$ cat config.mk
export PLATFORM = sky130hd
export DESIGN_NAME = infix_to_postfix_converter
export DESIGN_NICKNAME = d
export VERILOG_FILES = /design/src/rtl/itpc_pkg.sv /design/src/rtl/itpc_dp.sv /design/src/rtl/itpc_ctrl.sv /design/src/rtl/infix_to_postfix_converter.sv
export SDC_FILE = /design/constraint.sdc
export NUM_CORES = 1
export LEC_CHECK = 0
export BUFFER_PORTS_ARGS = -buffer_cell sky130_fd_sc_hd__clkbuf_2
export CAP_MARGIN = 20
export CORE_MARGIN = 1
export CORE_UTILIZATION = 45
export DETAILED_ROUTE_END_ITERATION = 6
export SYNTH_ARGS = -nofsm -noshare
export SYNTH_HDL_FRONTEND = slang
export SYNTH_SLANG_ARGS = --single-unit
$ cat constraint.sdc
create_clock -name i_clk -period 4.5 [get_ports i_clk]
set_input_delay 0.9 -clock i_clk [delete_from_list [all_inputs] [get_ports i_clk]]
set_output_delay 0.9 -clock i_clk [all_outputs]
set_load 0.05 [all_outputs]
$ cat src/rtl/itpc_pkg.sv
// Shared types, codes and lookup functions for the infix-to-postfix converter.
// No dependencies; imported by every module of the block.

package itpc_pkg;

    localparam int STACK_DEPTH_DEF = 32;

    // Stack entry codes
    localparam logic [2:0] CODE_NONE   = 3'd0;
    localparam logic [2:0] CODE_LPAREN = 3'd1;
    localparam logic [2:0] CODE_PLUS   = 3'd2;
    localparam logic [2:0] CODE_MINUS  = 3'd3;
    localparam logic [2:0] CODE_MUL    = 3'd4;
    localparam logic [2:0] CODE_DIV    = 3'd5;
    localparam logic [2:0] CODE_POW    = 3'd6;

    // Final status codes
    localparam logic [1:0] ERR_NONE     = 2'd0;
    localparam logic [1:0] ERR_SYNTAX   = 2'd1;
    localparam logic [1:0] ERR_OVERFLOW = 2'd2;

    typedef enum logic [1:0] {
        CLS_START    = 2'd0,
        CLS_OPERAND  = 2'd1,
        CLS_OPERATOR = 2'd2,
        CLS_PAREN    = 2'd3
    } t_class;

    typedef enum logic [1:0] {
        EMIT_IN    = 2'd0,
        EMIT_TOP   = 2'd1,
        EMIT_FINAL = 2'd2
    } t_emit_sel;

    typedef enum logic [2:0] {
        S_IDLE,
        S_EXEC,
        S_FETCH,
        S_FLUSH,
        S_FLUSH_FETCH
    } t_state;

    // controller -> datapath
    typedef struct packed {
        logic      load_in;
        logic      emit;
        t_emit_sel emit_sel;
        logic      pop;
        logic      push;
        logic      push_lparen;
        logic      set_syntax;
        logic      set_prev;
        t_class    prev_val;
        logic      clear;
    } t_cmd;

    // datapath -> controller
    typedef struct packed {
        logic eoe;
        logic err;
        logic is_operand;
        logic is_lparen;
        logic is_rparen;
        logic is_op;
        logic prev_operand;
        logic prev_operator;
        logic empty;
        logic top_lparen;
        logic top_pops;
        logic out_free;
    } t_stat;

    function automatic logic is_operand(input logic [7:0] c);
        is_operand = (c >= "0" && c <= "9") || (c >= "A" && c <= "Z") ||
                     (c >= "a" && c <= "z");
    endfunction

    function automatic logic [2:0] op_code(input logic [7:0] c);
        logic [2:0] code;
        unique case (c)
            "+":     code = CODE_PLUS;
            "-":     code = CODE_MINUS;
            "*":     code = CODE_MUL;
            "/":     code = CODE_DIV;
            "^":     code = CODE_POW;
            default: code = CODE_NONE;
        endcase
        op_code = code;
    endfunction

    function automatic logic [7:0] code_char(input logic [2:0] code);
        logic [7:0] c;
        unique case (code)
            CODE_LPAREN: c = "(";
            CODE_PLUS:   c = "+";
            CODE_MINUS:  c = "-";
            CODE_MUL:    c = "*";
            CODE_DIV:    c = "/";
            CODE_POW:    c = "^";
            default:     c = 8'd0;
        endcase
        code_char = c;
    endfunction

    function automatic logic [1:0] code_prec(input logic [2:0] code);
        logic [1:0] p;
        unique case (code)
            CODE_PLUS, CODE_MINUS: p = 2'd1;
            CODE_MUL, CODE_DIV:    p = 2'd2;
            CODE_POW:              p = 2'd3;
            default:               p = 2'd0;
        endcase
        code_prec = p;
    endfunction

endpackage

$ cat src/rtl/itpc_dp.sv
// Datapath of the infix-to-postfix converter: input latch, operator stack memory,
// expression state and the output register. Depends on itpc_pkg.

module itpc_dp #(
    parameter int STACK_DEPTH = itpc_pkg::STACK_DEPTH_DEF
) (
    input  logic              i_clk,
    input  logic              i_rst_n,
    input  logic [7:0]        i_ch,
    input  logic              i_end_of_expr,
    input  itpc_pkg::t_cmd    i_cmd,
    output itpc_pkg::t_stat   o_stat,
    output logic              o_valid,
    input  logic              i_ready,
    output logic [7:0]        o_out_char,
    output logic              o_is_final,
    output logic [1:0]        o_status
);
    import itpc_pkg::*;

    localparam int AW = $clog2(STACK_DEPTH);
    localparam int CW = $clog2(STACK_DEPTH + 1);
    localparam logic [CW-1:0] FULL_CNT = CW'(STACK_DEPTH);

    logic [7:0]    r_ch;
    logic          r_eoe;
    logic [CW-1:0] r_count;
    t_class        r_prev;
    logic [1:0]    r_err;
    logic [2:0]    r_top;
    logic [2:0]    r_mem [STACK_DEPTH];

    logic          r_out_valid;
    logic [7:0]    r_out_char;
    logic          r_out_final;
    logic [1:0]    r_out_status;

    logic [CW-1:0] w_cnt_m1;
    logic [AW-1:0] w_rd_addr;
    logic [2:0]    w_cur_code;
    logic [2:0]    w_push_code;
    logic          w_empty;
    logic          w_full;

    assign w_cur_code  = op_code(r_ch);
    assign w_push_code = i_cmd.push_lparen ? CODE_LPAREN : w_cur_code;
    assign w_empty     = (r_count == '0);
    assign w_full      = (r_count == FULL_CNT);
    assign w_cnt_m1    = r_count - CW'(1);
    assign w_rd_addr   = w_empty ? '0 : w_cnt_m1[AW-1:0];

    // stack memory: one write port, registered read of the top entry
    always_ff @(posedge i_clk) begin
        if (i_cmd.push && !w_full) begin
            r_mem[r_count[AW-1:0]] <= w_push_code;
        end
        r_top <= r_mem[w_rd_addr];
    end

    always_ff @(posedge i_clk) begin
        if (i_cmd.load_in) begin
            r_ch  <= i_ch;
            r_eoe <= i_end_of_expr;
        end
    end

    always_ff @(posedge i_clk) begin
        if (!i_rst_n) begin
            r_count <= '0;
            r_prev  <= CLS_START;
            r_err   <= ERR_NONE;
        end else if (i_cmd.clear) begin
            r_count <= '0;
            r_prev  <= CLS_START;
            r_err   <= ERR_NONE;
        end else begin
            if (i_cmd.pop) begin
                r_count <= w_cnt_m1;
            end else if (i_cmd.push) begin
                if (w_full) begin
                    r_err <= ERR_OVERFLOW;
                end else begin
                    r_count <= r_count + CW'(1);
                end
            end
            if (i_cmd.set_syntax) begin
                r_err <= ERR_SYNTAX;
            end
            if (i_cmd.set_prev) begin
                r_prev <= i_cmd.prev_val;
            end
        end
    end

    // output register
    always_ff @(posedge i_clk) begin
        if (!i_rst_n) begin
            r_out_valid <= 1'b0;
        end else if (i_cmd.emit) begin
            r_out_valid <= 1'b1;
        end else if (i_ready) begin
            r_out_valid <= 1'b0;
        end
    end

    always_ff @(posedge i_clk) begin
        if (i_cmd.emit) begin
            case (i_cmd.emit_sel)
                EMIT_IN: begin
                    r_out_char   <= r_ch;
                    r_out_final  <= 1'b0;
                    r_out_status <= ERR_NONE;
                end
                EMIT_TOP: begin
                    r_out_char   <= code_char(r_top);
                    r_out_final  <= 1'b0;
                    r_out_status <= ERR_NONE;
                end
                default: begin
                    r_out_char   <= 8'd0;
                    r_out_final  <= 1'b1;
                    r_out_status <= r_err;
                end
            endcase
        end
    end

    assign o_valid    = r_out_valid;
    assign o_out_char = r_out_char;
    assign o_is_final = r_out_final;
    assign o_status   = r_out_status;

    always_comb begin
        o_stat.eoe           = r_eoe;
        o_stat.err           = (r_err != ERR_NONE);
        o_stat.is_operand    = is_operand(r_ch);
        o_stat.is_lparen     = (r_ch == "(");
        o_stat.is_rparen     = (r_ch == ")");
        o_stat.is_op         = (w_cur_code != CODE_NONE);
        o_stat.prev_operand  = (r_prev == CLS_OPERAND);
        o_stat.prev_operator = (r_prev == CLS_OPERATOR);
        o_stat.empty         = w_empty;
        o_stat.top_lparen    = (r_top == CODE_LPAREN);
        o_stat.top_pops      = (r_top != CODE_LPAREN) &&
                               (code_prec(r_top) >= code_prec(w_cur_code));
        o_stat.out_free      = !r_out_valid || i_ready;
    end

endmodule

$ cat src/rtl/itpc_ctrl.sv
// Controller of the infix-to-postfix converter: sequences decode, pop loops and
// the end flush. Depends on itpc_pkg.

module itpc_ctrl (
    input  logic            i_clk,
    input  logic            i_rst_n,
    input  logic            i_in_valid,
    output logic            o_in_ready,
    input  itpc_pkg::t_stat i_stat,
    output itpc_pkg::t_cmd  o_cmd
);
    import itpc_pkg::*;

    t_state r_state;
    t_state n_state;

    always_ff @(posedge i_clk) begin
        if (!i_rst_n) begin
            r_state <= S_IDLE;
        end else begin
            r_state <= n_state;
        end
    end

    // next state
    always_comb begin
        n_state = r_state;
        unique case (r_state)
            S_IDLE: begin
                if (i_in_valid) n_state = S_EXEC;
            end
            S_EXEC: begin
                if (i_stat.eoe) begin
                    if (!i_stat.err)          n_state = S_FLUSH;
                    else if (i_stat.out_free) n_state = S_IDLE;
                end else if (i_stat.err) begin
                    n_state = S_IDLE;
                end else if (i_stat.is_operand) begin
                    if (i_stat.prev_operand || i_stat.out_free) n_state = S_IDLE;
                end else if (i_stat.is_lparen) begin
                    n_state = S_IDLE;
                end else if (i_stat.is_rparen) begin
                    if (i_stat.empty || i_stat.top_lparen) n_state = S_IDLE;
                    else if (i_stat.out_free)             n_state = S_FETCH;
                end else if (i_stat.is_op && !i_stat.prev_operator) begin
                    if (!i_stat.empty && i_stat.top_pops) begin
                        if (i_stat.out_free) n_state = S_FETCH;
                    end else begin
                        n_state = S_IDLE;
                    end
                end else begin
                    n_state = S_IDLE;
                end
            end
            S_FETCH: n_state = S_EXEC;
            S_FLUSH: begin
                if (i_stat.empty) begin
                    if (i_stat.out_free) n_state = S_IDLE;
                end else if (i_stat.top_lparen || i_stat.out_free) begin
                    n_state = S_FLUSH_FETCH;
                end
            end
            S_FLUSH_FETCH: n_state = S_FLUSH;
            default: n_state = S_IDLE;
        endcase
    end

    // outputs
    always_comb begin
        o_cmd      = '0;
        o_in_ready = 1'b0;
        unique case (r_state)
            S_IDLE: begin
                o_in_ready    = 1'b1;
                o_cmd.load_in = i_in_valid;
            end
            S_EXEC: begin
                if (i_stat.eoe) begin
                    if (i_stat.err && i_stat.out_free) begin
                        o_cmd.emit     = 1'b1;
                        o_cmd.emit_sel = EMIT_FINAL;
                        o_cmd.clear    = 1'b1;
                    end
                end else if (i_stat.err) begin
                    // expression already void: drop the item
                end else if (i_stat.is_operand) begin
                    if (i_stat.prev_operand) begin
                        o_cmd.set_syntax = 1'b1;
                    end else if (i_stat.out_free) begin
                        o_cmd.emit     = 1'b1;
                        o_cmd.emit_sel = EMIT_IN;
                        o_cmd.set_prev = 1'b1;
                        o_cmd.prev_val = CLS_OPERAND;
                    end
                end else if (i_stat.is_lparen) begin
                    o_cmd.push        = 1'b1;
                    o_cmd.push_lparen = 1'b1;
                    o_cmd.set_prev    = 1'b1;
                    o_cmd.prev_val    = CLS_PAREN;
                end else if (i_stat.is_rparen) begin
                    if (i_stat.empty) begin
                        o_cmd.set_syntax = 1'b1;
                        o_cmd.set_prev   = 1'b1;
                        o_cmd.prev_val   = CLS_PAREN;
                    end else if (i_stat.top_lparen) begin
                        o_cmd.pop      = 1'b1;
                        o_cmd.set_prev = 1'b1;
                        o_cmd.prev_val = CLS_PAREN;
                    end else if (i_stat.out_free) begin
                        o_cmd.emit     = 1'b1;
                        o_cmd.emit_sel = EMIT_TOP;
                        o_cmd.pop      = 1'b1;
                    end
                end else if (i_stat.is_op && !i_stat.prev_operator) begin
                    if (!i_stat.empty && i_stat.top_pops) begin
                        if (i_stat.out_free) begin
                            o_cmd.emit     = 1'b1;
                            o_cmd.emit_sel = EMIT_TOP;
                            o_cmd.pop      = 1'b1;
                        end
                    end else begin
                        o_cmd.push     = 1'b1;
                        o_cmd.set_prev = 1'b1;
                        o_cmd.prev_val = CLS_OPERATOR;
                    end
                end else begin
                    o_cmd.set_syntax = 1'b1;
                end
            end
            S_FLUSH: begin
                if (i_stat.empty) begin
                    if (i_stat.out_free) begin
                        o_cmd.emit     = 1'b1;
                        o_cmd.emit_sel = EMIT_FINAL;
                        o_cmd.clear    = 1'b1;
                    end
                end else if (i_stat.top_lparen) begin
                    o_cmd.pop        = 1'b1;
                    o_cmd.set_syntax = 1'b1;
                end else if (i_stat.out_free) begin
                    o_cmd.emit     = 1'b1;
                    o_cmd.emit_sel = EMIT_TOP;
                    o_cmd.pop      = 1'b1;
                end
            end
            S_FETCH, S_FLUSH_FETCH: begin
                // wait for the registered top-of-stack read
            end
            default: begin
            end
        endcase
    end

endmodule

$ cat src/rtl/infix_to_postfix_converter.sv
// Top level of the infix-to-postfix converter (shunting yard, one character per item).
// Depends on itpc_pkg, itpc_ctrl and itpc_dp.
//
//   channel  | valid    | ready    | payload
//   ---------+----------+----------+------------------------------------
//   input    | i_valid  | o_ready  | i_ch, i_end_of_expr
//   output   | o_valid  | i_ready  | o_out_char, o_is_final, o_status
//
// Sequence: a character is accepted, then executed; each operator popped off
// the stack adds an emit and a registered re-read of the stack memory.
// An end marker with no error pops each stacked entry with a re-read, then the status item.
// Reset: i_rst_n synchronous, active low; clears stack count, error and class.
// The stack memory itself is not cleared; only entries below the count are used.
// Stalls: one output register; the block keeps accepting and decoding items while
// a result waits, and stalls only when it must emit into a full output register.

module infix_to_postfix_converter #(
    parameter int STACK_DEPTH = itpc_pkg::STACK_DEPTH_DEF
) (
    input  logic       i_clk,
    input  logic       i_rst_n,
    input  logic       i_valid,
    output logic       o_ready,
    input  logic [7:0] i_ch,
    input  logic       i_end_of_expr,
    output logic       o_valid,
    input  logic       i_ready,
    output logic [7:0] o_out_char,
    output logic       o_is_final,
    output logic [1:0] o_status
);
    import itpc_pkg::*;

    t_cmd  w_cmd;
    t_stat w_stat;

    // sequencing: decode, pop loops for ')' and operators, end flush
    itpc_ctrl u_ctrl (
        .i_clk      (i_clk),
        .i_rst_n    (i_rst_n),
        .i_in_valid (i_valid),
        .o_in_ready (o_ready),
        .i_stat     (w_stat),
        .o_cmd      (w_cmd)
    );

    // stack memory, expression state, output register
    itpc_dp #(
        .STACK_DEPTH (STACK_DEPTH)
    ) u_dp (
        .i_clk         (i_clk),
        .i_rst_n       (i_rst_n),
        .i_ch          (i_ch),
        .i_end_of_expr (i_end_of_expr),
        .i_cmd         (w_cmd),
        .o_stat        (w_stat),
        .o_valid       (o_valid),
        .i_ready       (i_ready),
        .o_out_char    (o_out_char),
        .o_is_final    (o_is_final),
        .o_status      (o_status)
    );

    // status item never carries a character
    a_final_no_char: assert property (@(posedge i_clk) disable iff (!i_rst_n)
        o_valid && o_is_final |-> o_out_char == 8'd0)
        else $error("final item with nonzero character");

    // character items always report ok
    a_char_status_ok: assert property (@(posedge i_clk) disable iff (!i_rst_n)
        o_valid && !o_is_final |-> o_status == ERR_NONE)
        else $error("character item with nonzero status");

    // the controller never pushes and pops in the same cycle
    a_no_push_pop: assert property (@(posedge i_clk) disable iff (!i_rst_n)
        !(w_cmd.push && w_cmd.pop))
        else $error("push and pop together");

    // closing an expression leaves an empty stack and no error
    a_clear_empties: assert property (@(posedge i_clk) disable iff (!i_rst_n)
        w_cmd.clear |=> w_stat.empty && !w_stat.err)
        else $error("state not cleared after final item");

endmodule

=== Word-level counts from Yosys, hierarchy flattened ===
Memories as Yosys holds them, arrays and structs flattened. A register that Yosys moved wholly into a read port is not among the register bits.
Index checks and enable logic that the tools add are counted.

* Register bits after elaboration: 34
* Output and inout bits: 13
* Bits in writable memories: 96
* Memories: 1
* Bits of input ports: 13
* Logic and storage cells: 193

{| class="wikitable"
|+ Memory list
! memory !! depth !! bits a word !! rd ports !! clocked after Yosys merged registers in !! wr ports !! line !! text
|-
| u_dp.r_mem || 32 || 3 || 1 || 1 || 1 || itpc_dp.sv:31 || <nowiki>logic [2:0] r_mem [STACK_DEPTH];</nowiki>
|}

* Eq/ne operators: 32
* Bitwise logic cells: 2
* Add/subtract/negate cells: 2
* Order comparisons: 7
* Multiplexer cells: 100
* Reductions and logical operators: 38

{| class="wikitable"
|+ Operators by type and width
! operator !! number
|-
| 3-bit 2-to-1 mux || 34
|-
| 4-bit 2-to-1 mux || 15
|-
| 8-bit by 6-bit equality test with 1-bit output, second input constant || 6
|-
| 7-bit case mux with 6 select lines || 1
|-
| 5-bit 2-to-1 mux || 8
|-
| 3-bit case mux with 5 select lines || 2
|-
| 1-bit 2-to-1 mux || 28
|-
| 3-bit equality test, second input constant || 7
|-
| 3-bit by 2-bit equality test with 1-bit output, second input constant || 6
|-
| 6-bit 2-to-1 mux || 3
|-
| 8-bit by 7-bit greater-or-equal comparator with 1-bit output, second input constant || 2
|-
| 8-bit by 7-bit <= comparator with 1-bit output, second input constant || 2
|-
| 8-bit case mux with 2 select lines || 1
|-
| 2-bit case mux with 3 select lines || 2
|-
| 2-bit OR reduction || 6
|-
| 10-bit 2-to-1 mux || 1
|-
| 2-bit nonzero test || 5
|-
| 3-bit AND reduction || 3
|-
| 8-bit by 7-bit equality test with 1-bit output, second input constant || 1
|-
| 8-bit by 6-bit greater-or-equal comparator with 1-bit output, second input constant || 1
|-
| 8-bit by 6-bit <= comparator with 1-bit output, second input constant || 1
|-
| 1-bit logical AND || 8
|-
| 4-bit case mux with 2 select lines || 1
|-
| 7-bit 2-to-1 mux || 1
|-
| other kinds (21) || 36
|}

=== Logic depth before layout (Yosys ltp) ===
Gate-level depths: netlist of run 1.

* Depth after elaboration: 25
* Gate-level depth with buffers: 14
* Gate-level depth less buffers: 11

=== Cells and area by module ===
From an unflattened synthesis of run 1, not the netlist that was laid out.

* Cells, all modules: 548
* Area, all modules: 6486.2 µm²

{| class="wikitable"
|+ Modules (own cells, without submodules)
! module !! instances !! area each (µm²) !! cells an instance !! seq. area each (µm²)
|-
| itpc_dp || 1 || 5989.5 || 477 || 3763.6
|-
| itpc_ctrl || 1 || 496.7 || 71 || 60.1
|}

=== Worst setup path before layout of run 1 ===
OpenSTA, ideal clock, no wires.

* Kind: register to register
* Start point: reg u_dp.r_count[0]
* End point: reg u_dp.r_out_final, in the netlist u_dp.o_is_final (enable)
* Stages on the path, launching flop included: 10
* Period minus slack after synthesis: 3.367 ns
* Slack: 1.133 ns
* Setup time: 0.398 ns
* Path buffers: 3
* Required time: 4.102 ns
* Arrival: 2.969 ns
* Path through: dfxtp_1 -> clkbuf_1 -> clkinv_1 -> clkbuf_1 -> ha_1 -> nor2b_1 -> buf_2 -> a21oi_1 -> a21oi_1 -> o32ai_1

{| class="wikitable"
|+ RTL lines
! element !! line !! text
|-
| start: declaration || itpc_dp.sv:27 || <nowiki>logic [CW-1:0] r_count;</nowiki>
|-
| start signal: assignment || itpc_dp.sv:78 || <nowiki>r_count <= w_cnt_m1;</nowiki>
|-
| start signal: assignment || itpc_dp.sv:83 || <nowiki>r_count <= r_count + CW'(1);</nowiki>
|-
| end signal: assignment || itpc_dp.sv:111 || <nowiki>r_out_final <= 1'b0;</nowiki>
|-
| end signal: assignment || itpc_dp.sv:116 || <nowiki>r_out_final <= 1'b0;</nowiki>
|-
| end signal: assignment || itpc_dp.sv:121 || <nowiki>r_out_final <= 1'b1;</nowiki>
|-
| end: declaration || itpc_dp.sv:35 || <nowiki>logic r_out_final;</nowiki>
|}

=== Worst setup path in the final report of run 1 ===
* Start point: reg u_dp.r_ch[0]
* End point: mem u_dp.r_mem[14][1] (enable)

* Cells in the longest elaborated chain, start to end: 25
* Elaborated cells between the ends (all ways): 49
* Those cells by class: order compare (7); eq/ne (12); mux (18); reduce/logical (12)

{| class="wikitable"
|+ Ends and longest elaborated chain
! element !! line !! text
|-
| start: declaration || itpc_dp.sv:25 || <nowiki>logic [7:0] r_ch;</nowiki>
|-
| start signal: assignment || itpc_dp.sv:62 || <nowiki>r_ch <= i_ch;</nowiki>
|-
| 8-bit by 7-bit equality test with 1-bit output / 8-bit by 6-bit equality test with 1-bit output (equally long branches) || itpc_pkg.sv:80 || <nowiki>unique case (c)</nowiki>
|-
| 3-bit case mux with 5 select lines || itpc_pkg.sv:80 ||
|-
| 3-bit equality test / 3-bit by 2-bit equality test with 1-bit output (equally long branches) || itpc_pkg.sv:107 || <nowiki>unique case (code)</nowiki>
|-
| 2-bit OR reduction || itpc_pkg.sv:107 ||
|-
| 2-bit case mux with 3 select lines || itpc_pkg.sv:107 ||
|-
| 2-bit greater-or-equal comparator || itpc_dp.sv:145 || <nowiki>(code_prec(r_top) >= code_prec(w_cur_code));</nowiki>
|-
| 1-bit logical AND || itpc_dp.sv:144 || <nowiki>o_stat.top_pops = (r_top != CODE_LPAREN) &&</nowiki>
|-
| 1-bit logical AND || itpc_ctrl.sv:115 || <nowiki>if (!i_stat.empty && i_stat.top_pops) begin</nowiki>
|-
| [9 not listed] || - ||
|-
| 1-bit 2-to-1 mux || itpc_ctrl.sv:95 || <nowiki>end else if (i_stat.is_lparen) begin</nowiki>
|-
| 3-bit 2-to-1 mux (*) || itpc_ctrl.sv:86 || <nowiki>end else if (i_stat.is_operand) begin</nowiki>
|-
| 10-bit 2-to-1 mux (*) || itpc_ctrl.sv:84 || <nowiki>end else if (i_stat.err) begin</nowiki>
|-
| 7-bit 2-to-1 mux (*) || itpc_ctrl.sv:78 || <nowiki>if (i_stat.eoe) begin</nowiki>
|-
| 2-bit 2-to-1 mux (*) || itpc_ctrl.sv:72 || <nowiki>unique case (r_state)</nowiki>
|-
| 1-bit logical AND (*) || itpc_dp.sv:54 || <nowiki>if (i_cmd.push && !w_full) begin</nowiki>
|-
| 1-bit 2-to-1 mux (*) || itpc_dp.sv:54 ||
|-
| 1-bit 2-to-1 mux (implied by the code) (*) || itpc_dp.sv:55 || <nowiki>r_mem[r_count[AW-1:0]] <= w_push_code;</nowiki>
|-
| end: declaration || itpc_dp.sv:31 ||
|}

Mark *: on every way between the ends. The rest lies on a longest branch, timed or not. The select of a mux whose other input is x is not followed.

==> impl_summary.md, run 1 <==
Clock network
Clock latency on the worst-skew pair, taken at its later pin, is 0.42 ns. The clock tree root driver cell is sky130_fd_sc_hd__clkbuf_16. The clock-pin slew on the worst setup and hold paths is 0.06 ns. The post-cts hold buffer count is 0. Post-CTS timing repair inserted 0 buffers for setup. Counting along the longest clock path gives a buffer depth of 2. The number of buffers created by CTS is 17.

The CTS sink count is 133. Post-CTS repair changed the size of 0 cells. The H-tree was split into 4 levels.

The CTS tree is yes.

Place
In this run the tool buffered the top-level ports with 25 buffer cells. The number of cells after detailed placement is 709. The half-perimeter wire length after placement is 9.64 mm.

The routability congestion estimate from global placement is 0.874. After detailed placement, the total cell area comes to 6660 um2.

STA
The summed negative setup slack over all endpoints is 0 ns. On the final layout, the worst hold slack is 0.525 ns. At the pin with the least slew margin, the transition time is 1.11 ns. The final hold violation count is 0. The final count of negative-setup-slack endpoints is 0. The minimum period implied by the final worst setup slack is 3.44 ns. The final count of pins violating max slew is 0. Measured against its own limit, the worst slew margin works out to 26.0%.

The highest achievable clock rate is 291 MHz. Across the routed clock network, the largest skew measured is 0.00621 ns. Setup repair after global routing left no endpoint under its margin. After layout, the worst path uses 76.4% of the clock period.

Cells and area
The final standard cell utilization of the core is 52.1%. The library cell used most frequently in the layout, excluding fill and tap cells, is sky130_fd_sc_hd__edfxtp_1. The area of all placed cells without fillers is 7230 um2. The number of antenna diodes in the final layout is 0. The number of fill cells in the layout is 1208. The layout net count is 567. The post-route non-filler standard cell count is 740. The area added between synthesis and finish is 13.1%. The fraction of layout cells with a size suffix above 1 is 17.5%. The library cells used most frequently in the layout, excluding fill and tap cells, are sky130_fd_sc_hd__edfxtp_1 (116), sky130_fd_sc_hd__nor2_1 (53), sky130_fd_sc_hd__nand2_1 (39).

Route
The routed length per placed instance is 19.3 um. The initial detailed-routing violation count is 461. The number of detailed-routing iterations run before antenna repair is 5. The total via count in the routed design is 4336.

Summed over all layers, the routed wires come to 14.3 mm. In the routed layout, each cell is associated on average with a via count of 5.86. Once detail routing completed, the nets flagged for antenna violations numbered 0. In the routed design, unresolved DRC markers number 0.

Pwr
Summed over all cells, the static leakage comes to 2.46 nW. The peak supply drop is 0.201 mV. In this run the power density over the cells is 389 nW/um2. Of the total power, combinational logic draws 3.7%. The analysis attributes to net switching a power of 0.576 mW. The internal power of the cells is 2.24 mW. The fraction of power spent switching nets is 20.5%. The share of total power dissipated in sequential elements is 48.4%. The clock network power share is 47.9%.

Outcome
The run finished with clean final reports.

Synth
The number of distinct standard cells referenced by the synthesized netlist is 71. When the netlist entered floorplanning its net count stood at 544. The number of synthesized flops with an enable pin is 116. The async set-or-reset flop fraction in the synthesized netlist is 0%. Counting every instance in the synthesized netlist gives 525. The netlist area before placement is 6400 um2. The number of flip-flops and latches in the synthesized netlist is 133. The warning count from the yosys run is 0.

The sequential fraction of the synthesis area is 59.8%. The most instantiated flip-flop cell in the synthesis netlist is sky130_fd_sc_hd__edfxtp_1. After synthesis, the mean cell area works out to 12.2 um2.

Critical path
STA classifies the critical path startpoint as a flop. In this run the worst path has a maximum fanout of 14. The cell with the most instances on the worst path is sky130_fd_sc_hd__and3_1. For the worst setup path, the data required time is 4.59 ns. The largest single stage delay on the critical path is 0.61 ns. STA classifies the critical path endpoint as a flop. The buffers plus inverters on the worst setup path is 1. The critical path in this run is classified as flop to flop.

Walking the worst path, the cells encountered are and4bb_1 -> and3_1 -> a31o_2 -> ha_1 -> nand2b_1 -> a21o_1 -> and3_1 -> nor4_2 -> buf_4 -> nand2_1 -> nor2_1. The data arrival time of the critical path is 3.53 ns. The cell with the biggest individual delay on the critical path is sky130_fd_sc_hd__edfxtp_1.

The top cell family by delay on the critical path is simple AND/OR/NAND/NOR gates.

Die
In this run the vertical extent of the chip is 121 um. The chip width is 121 um. The initial utilization of the core area, before any placement, comes to 46.1%. The die covers 14700 um2. The count of standard-cell rows is 43.

The core box area is 13900 um2. In this run the count of I/O pins placed on the die edge is 26.

Global routing
Global routing used 21.2% of the available tracks across all layers. The total overflow left after global routing is 0. The maximum number of pins on one net before global-route repair is 33. The number of global-route vias before repair is 4198.

The initial antenna violation count is 0. The global-route wire length before repair is 22.8 mm.

Job
The reported max-cap violation count is 0.

Worst hold path
The path class of the tightest hold or removal check is flop to flop.
-- flip-flops by register name, indices dropped and copies added, names as in the netlist --
signal	flops
u_dp.r_top	3
u_dp.o_valid	1
u_dp.r_count	6
u_dp.r_eoe	1
u_dp.o_is_final	1
u_ctrl.r_state	3
u_dp.r_prev	2
u_dp.r_err	2
u_dp.o_status	2
u_dp.o_out_char	8
u_dp.r_ch	8
u_dp.r_mem	96
-- cells in the mapped netlist, types with 13 or more instances --
master | count | share of area (%)
sky130_fd_sc_hd__nand3_1 | 16 | 1.3
sky130_fd_sc_hd__o221ai_1 | 15 | 2.1
sky130_fd_sc_hd__a21oi_1 | 17 | 1.3
sky130_fd_sc_hd__dfxtp_1 | 17 | 5.3
sky130_fd_sc_hd__edfxtp_1 | 116 | 54
sky130_fd_sc_hd__nor2_1 | 53 | 3.1
sky130_fd_sc_hd__o21ai_0 | 25 | 2.0
sky130_fd_sc_hd__mux2_2 | 19 | 3.3
sky130_fd_sc_hd__nand2_1 | 39 | 2.3
sky130_fd_sc_hd__mux2i_1 | 17 | 2.7
sky130_fd_sc_hd__clkbuf_1 | 13 | 0.76
-- final timing paths --
path | start | end | slack (ns) | cells after the start
max reg2reg | u_dp.r_ch[0] | u_dp.r_mem[14][1] | 1.06 | 11
max | u_dp.r_ch[0] | u_dp.r_mem[14][1] | 1.06 | 11
min reg2reg | u_dp.r_prev[1] | u_dp.r_prev[1] | 0.53 | 2
min | u_dp.r_prev[1] | u_dp.r_prev[1] | 0.53 | 2
-- power by group through the flow --
stage                     clock (mW)  combinational, mW  sequential, mW
final                           1.35              0.105            1.36
after global routing            1.43              0.114            1.36
after CTS                       1.37              0.105            1.36
after detailed placement           0              0.105            1.39
after global placement             0              0.104            1.39
after floorplan                    0             0.0725            1.39
-- tightest hold or removal path, cell delays in order (launching register included) --
cell and delay (ns):
sky130_fd_sc_hd__dfxtp_1 0.32, sky130_fd_sc_hd__o21ai_0 0.08, sky130_fd_sc_hd__a211oi_1 0.07
-- per-layer routing --
layer | up-vias | GRT usage, % | wire length, um | part of all wire (%)
met2 | 130 | 32.8 | 6840 | 48
met5 | - | 0 | 0 | 0
met4 | 0 | 9.88 | 434 | 3.0
li1 | 2051 | - | - | -
met3 | 26 | 4.98 | 572 | 4.0
met1 | 2129 | 28.1 | 6470 | 45
-- cell families (layout without fill, tap and decap cells) --
kind of cell    after synthesis  after routing  synth area share, %
xor+xnor                      4              4                0.548
flops                       133            133                 59.8
fa+ha+maj                     6              6                 1.17
simple gates                186            186                 15.7
buf+inv                      38             73                 2.70
mux                          36             36                 6.00
compound gates              122            122                 14.1
-- layout make-up --
class	instances	area (um2)	share of cell area [%]
flip-flops and latches	133	3820	52.9
multi-input cells	354	2410	33.3
clock buffers	19	433	5.99
well taps	180	225	3.11
repair buffers	30	163	2.25
clock inverters	12	138	1.90
inverters	12	45.0	0.623
-- per-stage QoR --
step,worst slack [ns],power [mW]
after global placement,1.15,1.49
after CTS,1.06,2.83
after global routing,0.831,2.91
after floorplan,1.13,1.46
final,1.06,2.81
after detailed placement,1.08,1.49
No activity file was read; power rests on OpenSTA's default activity.
==> inputs of run 2 (changes only) <==
--- a/config.mk
+++ b/config.mk
@@ -5,6 +5,7 @@
 export SDC_FILE = /design/constraint.sdc
 export NUM_CORES = 1
 export LEC_CHECK = 0
+export ABC_AREA = 1
 export BUFFER_PORTS_ARGS = -buffer_cell sky130_fd_sc_hd__clkbuf_2
 export CAP_MARGIN = 20
 export CORE_MARGIN = 1
==> constraint.sdc (replaced) <==
create_clock -name i_clk -period 2.9 [get_ports i_clk]
set_input_delay 0.58 -clock i_clk [delete_from_list [all_inputs] [get_ports i_clk]]
set_output_delay 0.58 -clock i_clk [all_outputs]
set_load 0.05 [all_outputs]
==> run 2 against run 1 <==
Compared with the run above: combinational power rose to 2.8 times the previous value; sequential power up 55%; clock-buffer cell count down 2; total power up 60%; final cell count up 24%; non-clock buffer count up 21; core utilization up 4.0 points; critical endpoint is now u_dp.r_mem[26][1].
==> impl_summary.md, run 2 <==
Die
Measured along the x axis, the die boundary spans 122 um. The core box area is 14000 um2. The die height is 122 um. 26 I/O pins were placed.

The die covers 15000 um2. Once the floorplan was initialized, standard cells occupied 46.5% of the core. The floorplan has 43 rows.

Critical path
Data arrives at the worst endpoint at 2.89 ns. Counting cells, the worst reg-to-reg path comes to 16. The worst setup path is captured at a flop. The most critical setup path has its endpoint at u_dp.r_mem[26][1]. The start of the worst register-to-register path is u_dp.r_ch[0]. At the worst endpoint, the required time is 3.01 ns. In this run the worst path has a maximum fanout of 8.

The worst setup path is launched from a flop. The reg-to-reg setup timing slack is 0.13 ns. Tracing the worst setup path back leads to its startpoint at u_dp.r_ch[0]. The classification of the worst setup path is flop to flop. The end of the worst register-to-register path is u_dp.r_mem[26][1].

Outcome
The run finished with clean final reports.

Pwr
The analysis attributes to cell leakage a power of 2.94 nW. The ratio of total power to cell area is 571 nW/um2. The total power consumption of the routed design is 4.50 mW. The peak supply drop is 0.437 mV.

Cells and area
The number of fill cells in the layout is 1211. Compared with the post-synthesis result, the final layout area differs by 20.7%. The fraction of layout cells with a size suffix above 1 is 25.4%. The count of antenna diodes in the layout is 0.

Summing all flip-flop and latch instances after layout gives 3820 um2. In the layout the commonest cells are sky130_fd_sc_hd__nand2_1 (167), sky130_fd_sc_hd__edfxtp_1 (116), sky130_fd_sc_hd__nand3_1 (90). After the last flow step, the layout net total stands at 748. The library cell used most frequently in the layout, excluding fill and tap cells, is sky130_fd_sc_hd__nand2_1.

The register with the most flip-flops in the layout has 96 of them. After the flow finishes, the layout carries non-filler instances totaling 921. The area of the multi-input gates is 2660 um2.

STA
The final count of pins violating max slew came to 0. The final worst slack is 0.128 ns. For the pin with the worst max-slew slack, the measured transition is 0.726 ns. Clock skew on the completed layout was measured at 0.00834 ns.

Derived from the worst setup path, the maximum achievable clock frequency is 361 MHz. After layout, the worst path uses 95.6% of the clock period. The worst pin sits at a relative slew slack of 51.5%. The smallest hold slack is 0.332 ns.

The final count of negative-setup-slack endpoints is 0. The minimum period implied by the final worst setup slack is 2.77 ns. Setup repair after global routing could not meet its margin everywhere. The final hold violation count is 0.

Clock network
The clock-pin slew on the worst setup and hold paths is 0.06 ns. The insertion delay of the later-clocked pin in the worst-skew pair is 0.42 ns. Clock tree synthesis found a total of 133 sinks. The post-cts hold buffer count is 0. The deepest level of the CTS H-tree is 4. The CTS tree is yes.

In this run the clock root is driven by a sky130_fd_sc_hd__clkbuf_16. The clock passes through at most 2 buffers. Counting the buffers created by CTS gives 17.

Route
After detailed routing, the met2 layer carries 7.29 mm of wire. In this run, the number of DRC markers left after iteration 0 of detailed routing was 397. The final route contains 4948 vias.

The mean number of vias per cell is 5.37. Dividing the detail-routed wire length by the instance count gives 16.7 um. After detailed routing, the total wire length is 15.4 mm. The top routing layer in use is met4.

For this run, design rule violations remaining after detail routing come to 0. The routed design uses 643 um of met3 wire. In the final routing, the length of wire on met1 measures 7.16 mm. In this run the remaining antenna-violating nets after routing total 0.

The number of detailed-routing iterations run before antenna repair is 5.

Synth
The number of synthesized flops with an enable pin is 116. The netlist area before placement is 6530 um2. The commonest cells after synthesis are sky130_fd_sc_hd__nand2_1 (171), sky130_fd_sc_hd__edfxtp_1 (116), sky130_fd_sc_hd__nand3_1 (92). The Yosys step of the flow raised 0 warnings. In the post-synthesis netlist, the biggest area contributors are sky130_fd_sc_hd__edfxtp_1 (53%), sky130_fd_sc_hd__nand2_1 (9.8%), sky130_fd_sc_hd__nand3_1 (7.1%). The number of flip-flops and latches in the synthesized netlist is 133. The mean cell area of the mapped netlist is 9.63 um2. For this run, asynchronously set or reset flops after synthesis account for 0%.

Summing the sequential cell areas from Yosys gives 58.6% of the chip area. The number of nets handed over by synthesis was 697. The most numerous cell in the Yosys netlist is sky130_fd_sc_hd__nand2_1.

The post-synthesis cell count is 678. The netlist uses 41 different library cells. Of the post-synthesis cell area, the dominant cell type holds 53.3%. The largest total area in the synthesized netlist belongs to sky130_fd_sc_hd__edfxtp_1. The most instantiated flip-flop cell in the synthesis netlist is sky130_fd_sc_hd__edfxtp_1.

Global routing
The maximum number of pins on one net before global-route repair is 49. The initial antenna violation count is 0. The number of global-route vias before repair is 4777.

Global routing used 21.7% of the available tracks. The overall overflow remaining after global route is 0. The global-route wire length before repair is 24.3 mm.

Job
Across the run, the number of max-cap violations was 0.

Place
Summed over all nets, the half-perimeter wirelength after detailed placement is 10.4 mm. The quantity of I/O buffers inserted on ports is 25. Timing analysis after detailed placement gives a worst setup slack of 0.0248 ns. The number of cells after detailed placement is 880. The congestion estimate from routability-driven global placement came to 0.829.

Worst hold path
The start point of the worst hold path is i_ch[5]. The worst hold path belongs to the class input port to flop.
## run 2: timing repair
item,4_1_cts,5_1_grt
setup endpoints to repair,5,115
resized for setup,1,89
buffers inserted,0,9
cloned,0,1
pin swaps,0,11
## run 2: worst min-delay path by stage
stage                     endpoint  cells after the start
floorplan           u_dp.r_prev[0]                      2
global placement    u_dp.r_prev[0]                      2
detailed placement   u_dp.r_err[1]                      2
CTS                   u_dp.r_ch[5]                      1
global route          u_dp.r_ch[5]                      1
finish                u_dp.r_ch[5]                      1
## run 2: final cells by class
type                            instances  share of cell area [%]
Sequential cell                       133                    48.5
Multi-Input combinational cell        460                    33.8
Clock buffer                           17                    5.40
Timing Repair Buffer                   51                    4.21
Inverter                               66                    3.27
Tap cell                              180                    2.86
Clock inverter                         14                    1.92
## run 2: worst max-delay path, stage by stage (launching register included)
cell and delay, ns:
sky130_fd_sc_hd__edfxtp_1 0.40, sky130_fd_sc_hd__inv_2 0.10, sky130_fd_sc_hd__nand2_1 0.13, sky130_fd_sc_hd__nor2_2 0.15, sky130_fd_sc_hd__nand3_2 0.14, sky130_fd_sc_hd__o31ai_2 0.10
sky130_fd_sc_hd__nor2_2 0.08, sky130_fd_sc_hd__ha_1 0.30, sky130_fd_sc_hd__nand2_1 0.06, sky130_fd_sc_hd__nand3b_1 0.10, sky130_fd_sc_hd__nand3_2 0.10, sky130_fd_sc_hd__nand3_1 0.10
sky130_fd_sc_hd__nand2_2 0.11, sky130_fd_sc_hd__nand3_4 0.13, sky130_fd_sc_hd__inv_8 0.15, sky130_fd_sc_hd__nand2_8 0.13, sky130_fd_sc_hd__nor2_2 0.19
## run 2: power breakdown
group | switching, mW | total (mW) | internal [mW]
Combinational | 0.202 | 0.299 | 0.0963
Clock | 0.821 | 2.09 | 1.27
Sequential | 0.0226 | 2.11 | 2.09
Total | 1.05 | 4.50 | 3.45
## run 2: metrics by stage
stage,utilization (%),setup TNS [ns],cell area [um2]
floorplan,-,0,6530
CTS,53.3,0,7480
global route,56.1,-0.758,7880
finish,56.1,0,7880
detailed placement,49.1,0,6900
global placement,49.1,0,6900
## run 2: kinds of logic (layout without fill, tap and decap cells)
logic type | after synthesis | in the layout | synth area share [%]
AOI/OAI and AO/OA | 60 | 60 | 6.15
xor gates and xnor gates | 8 | 8 | 1.07
adders and majority gates | 6 | 6 | 1.15
buffers and inverters | 85 | 148 | 5.48
DFF | 133 | 133 | 58.6
and+or+nand+nor | 386 | 386 | 27.6
## run 2: per-layer routing
layer  vias up  GRT usage [%]
li1       2422              -
met1      2392           29.6
met2       114           34.3
met3        20           4.14
met4         0           8.54
met5         -              0
==> inputs of run 3 (changes only) <==
--- a/config.mk
+++ b/config.mk
@@ -8,9 +8,13 @@
 export ABC_AREA = 1
 export BUFFER_PORTS_ARGS = -buffer_cell sky130_fd_sc_hd__clkbuf_2
 export CAP_MARGIN = 20
+export CELL_PAD_IN_SITES_DETAIL_PLACEMENT = 1
+export CELL_PAD_IN_SITES_GLOBAL_PLACEMENT = 1
 export CORE_MARGIN = 1
-export CORE_UTILIZATION = 45
+export CORE_UTILIZATION = 44
+export CTS_CLUSTER_SIZE = 28
 export DETAILED_ROUTE_END_ITERATION = 6
+export PLACE_DENSITY_LB_ADDON = 0.1
 export SYNTH_ARGS = -nofsm -noshare
 export SYNTH_HDL_FRONTEND = slang
 export SYNTH_SLANG_ARGS = --single-unit
==> run 3 against run 2 <==
Compared with the run above: clock skew up 0.00084 ns; global-route usage up 3.2 points; non-clock buffer count up 6; first-iteration DRC count down 5.3%; final cell count up 1.3%; cell area up 1.7%; core utilization down 0.96 points; clock-buffer cell count up 1; clock power up 11%; wire length up 19%.
==> impl_summary.md, run 3 (synthesis results as in run 2) <==
STA
After layout, the worst setup slack is 0.0187 ns. The worst path uses 99.4% of the clock period. For the final routed database, the setup TNS stands at 0 ns. The final count of pins violating max slew came to 0. The final clock skew is 0.00917 ns. Timing would allow up to 347 MHz. The final hold violation count came to 0. The minimum period implied by the final worst setup slack is 2.88 ns. The worst-margin pin slew is 0.596 ns. In this run the tightest slew margin relative to its limit is 60.1%.

Setup repair after global routing could not meet its margin everywhere. The final count of negative-setup-slack endpoints is 0.

Critical path
The data arrival time of the critical path is 3.01 ns. Traced cell by cell, the critical path runs through inv_2 -> nand2_2 -> nor2_4 -> nand3_1 -> o221ai_1 -> ha_1 -> nand2_1 -> nand3b_1 -> nand3_2 -> nand3_1 -> nand2_2 -> nand3_4 -> clkinv_8 -> nand2_4 -> nor2_2. The maximum single-stage delay on the critical path is 0.44 ns. In this run the worst path has a maximum fanout of 6.

The critical path is of the flop to flop type. In this run the worst setup path begins at u_dp.r_ch[4]. On the critical path the largest part of the delay comes from simple AND/OR/NAND/NOR gates. For this design, the slowest cell found on the critical path is sky130_fd_sc_hd__edfxtp_1. The category of the worst setup path capture point is a flop. In this run the critical register-to-register path is launched from u_dp.r_ch[4]. STA classifies the critical path startpoint as a flop. For the worst setup path, the data required time is 3.02 ns. The buffers plus inverters on the worst setup path is 2.

Place
The wire-length estimate of the detail-placed layout is 12.5 mm. The post-placement worst setup slack is -0.0269 ns. The routability congestion estimate from global placement is 0.861. Input and output buffers added on the ports amount to 25. In this run, placement finished with an instance count of 885.

Cells and area
Leaving out filler cells and counting taps, the final layout contains 933. The final standard cell utilization of the core is 55.1%. In the final design database the tool counted 755 nets.

The count of antenna diodes in the layout is 0. The library cell used most frequently in the layout, excluding fill and tap cells, is sky130_fd_sc_hd__nand2_1. Of the cells placed in the final design, the portion with a size suffix greater than 1 is 26.3%. Compared with the post-synthesis result, the final layout area differs by 22.7%. The number of flip-flops under the largest register name is 96.

Leaving out fill and tap cells, the most frequent cells in the layout are sky130_fd_sc_hd__nand2_1 (165), sky130_fd_sc_hd__edfxtp_1 (116), sky130_fd_sc_hd__nand3_1 (90).

Job
The reported max-cap violation count is 0.

Global routing
The busiest layer in global routing is met2. In the global route stage, overall resource usage came out at 24.9%. For this run, global-route usage on met2 was measured as 39.2%. The overall overflow remaining after global route is 0. For this run, global-route usage on met3 was measured as 4.67%.

The initial antenna violation count is 0. The maximum number of pins on one net before global-route repair is 37. The met1 layer usage reported by global route is 34.2%. The global-route wire length before repair is 27.7 mm. The number of global-route vias before repair is 5167.

Clock network
The insertion delay of the later-clocked pin in the worst-skew pair is 0.43 ns. The clock-pin slew on the worst setup and hold paths is 0.07 ns. The CTS sink count is 133.

The longest clock path from root to sink contains 2 buffers. The number of buffers created by CTS is 17. The deepest level of the CTS H-tree is 4. The tree is rooted in a sky130_fd_sc_hd__clkbuf_16. TritonCTS built the clock tree.

Pwr
Of the total power, the share spent switching nets is 24.3%. The peak supply drop is 0.369 mV. The total power consumption of the routed design is 4.74 mW. For this design the total switching power over the nets is 1.15 mW. The internal portion of the total power is 3.59 mW. The part of the power in registers is 44.5%. The ratio of total power to cell area is 592 nW/um2. The clock network burns 48.7% of the power. Of the total power, combinational logic draws 6.7%.

The analysis attributes to cell leakage a power of 2.99 nW.

Die
Once the floorplan was initialized, standard cells occupied 44.9% of the core. The die is 124 um wide. The number of top-level design ports is 26.

The die height is 124 um. The die area is 15300 um2. The count of standard-cell rows is 44. The core box area is 14500 um2.

Route
The wire length after detailed routing is 18.4 mm. The first detailed-routing pass took 7 iterations. After detailed routing, the average wire length per cell comes to 19.7 um. The number of remaining DRC errors is 0. The initial detailed-routing violation count is 376. The routed layout has 5138 vias.

Using the TritonRoute via totals, the vias-per-cell ratio works out to 5.51. The remaining antenna violation count is 0.

Outcome
The run finished with clean final reports.

Worst hold path
In this run the most critical hold path is launched from i_ch[2]. The class of the tightest hold or removal check is input port to flop.
-- run 3: cell count changes in the layout (fill, tap and decap cells not counted), sizes merged --
| cell | delta |
|---|---|
| clkbuf | +1 |
| bufinv | +1 |
| buf | +6 |
-- run 3: power groups by stage --
stage                     Sequential (mW)  Clock (mW)  Combinational, mW
after floorplan                      2.16           0              0.183
after global placement               2.15           0              0.275
after detailed placement             2.15           0              0.285
after CTS                            2.11        2.33              0.292
after global routing                 2.11        2.39              0.350
final                                2.11        2.31              0.320
-- run 3: layer usage --
metal  routed length, um  vias to the layer above
met5                   0                        -
met1                8510                     2562
met4                 293                        0
li1                    -                     2435
met2                8800                      115
met3                 755                       26
-- run 3: final timing paths --
kind	endpoint	slack, ns	cells after the start
worst max-delay path	u_dp.r_mem[12][1]	0.02	15
worst min register to register	u_dp.r_prev[0]	0.48	2
worst max register to register	u_dp.r_mem[12][1]	0.02	15
worst min-delay path	u_dp.r_ch[2]	0.32	1
-- run 3: layout make-up --
| cell class | instances | area, um2 |
|---|---|---|
| flip-flops and latches | 133 | 3820 |
| multi-input cells | 460 | 2680 |
| well taps | 184 | 230 |
| fillers | 1607 | 6520 |
| inverters | 66 | 267 |
| repair inverters | 1 | 7.51 |
| clock inverters | 14 | 191 |
| repair buffers | 57 | 380 |
| clock buffers | 18 | 439 |
-- run 3: timing repair --
action,in CTS,in global routing
setup buffers,3,12
gates cloned,0,1
endpoints found under the setup margin,100,122
pin swaps,1,6
hold buffers,0,0
resized for setup,3,92
-- run 3: worst register-to-register path, stage by stage (launching register included) --
cell	delay, ns
sky130_fd_sc_hd__edfxtp_1	0.44
sky130_fd_sc_hd__inv_2	0.15
sky130_fd_sc_hd__nand2_2	0.10
sky130_fd_sc_hd__nor2_4	0.21
sky130_fd_sc_hd__nand3_1	0.16
sky130_fd_sc_hd__o221ai_1	0.21
sky130_fd_sc_hd__ha_1	0.26
sky130_fd_sc_hd__nand2_1	0.07
sky130_fd_sc_hd__nand3b_1	0.09
sky130_fd_sc_hd__nand3_2	0.10
sky130_fd_sc_hd__nand3_1	0.10
sky130_fd_sc_hd__nand2_2	0.11
sky130_fd_sc_hd__nand3_4	0.13
sky130_fd_sc_hd__clkinv_8	0.12
sky130_fd_sc_hd__nand2_4	0.13
sky130_fd_sc_hd__nor2_2	0.19
-- run 3: metrics by stage --
stage | area (um2) | hold WS (ns)
after global placement | 6910 | 0.447
final | 8020 | 0.316
after detailed placement | 6910 | 0.465
after global routing | 8020 | 0.312
after floorplan | 6530 | 0.439
after CTS | 7570 | 0.305
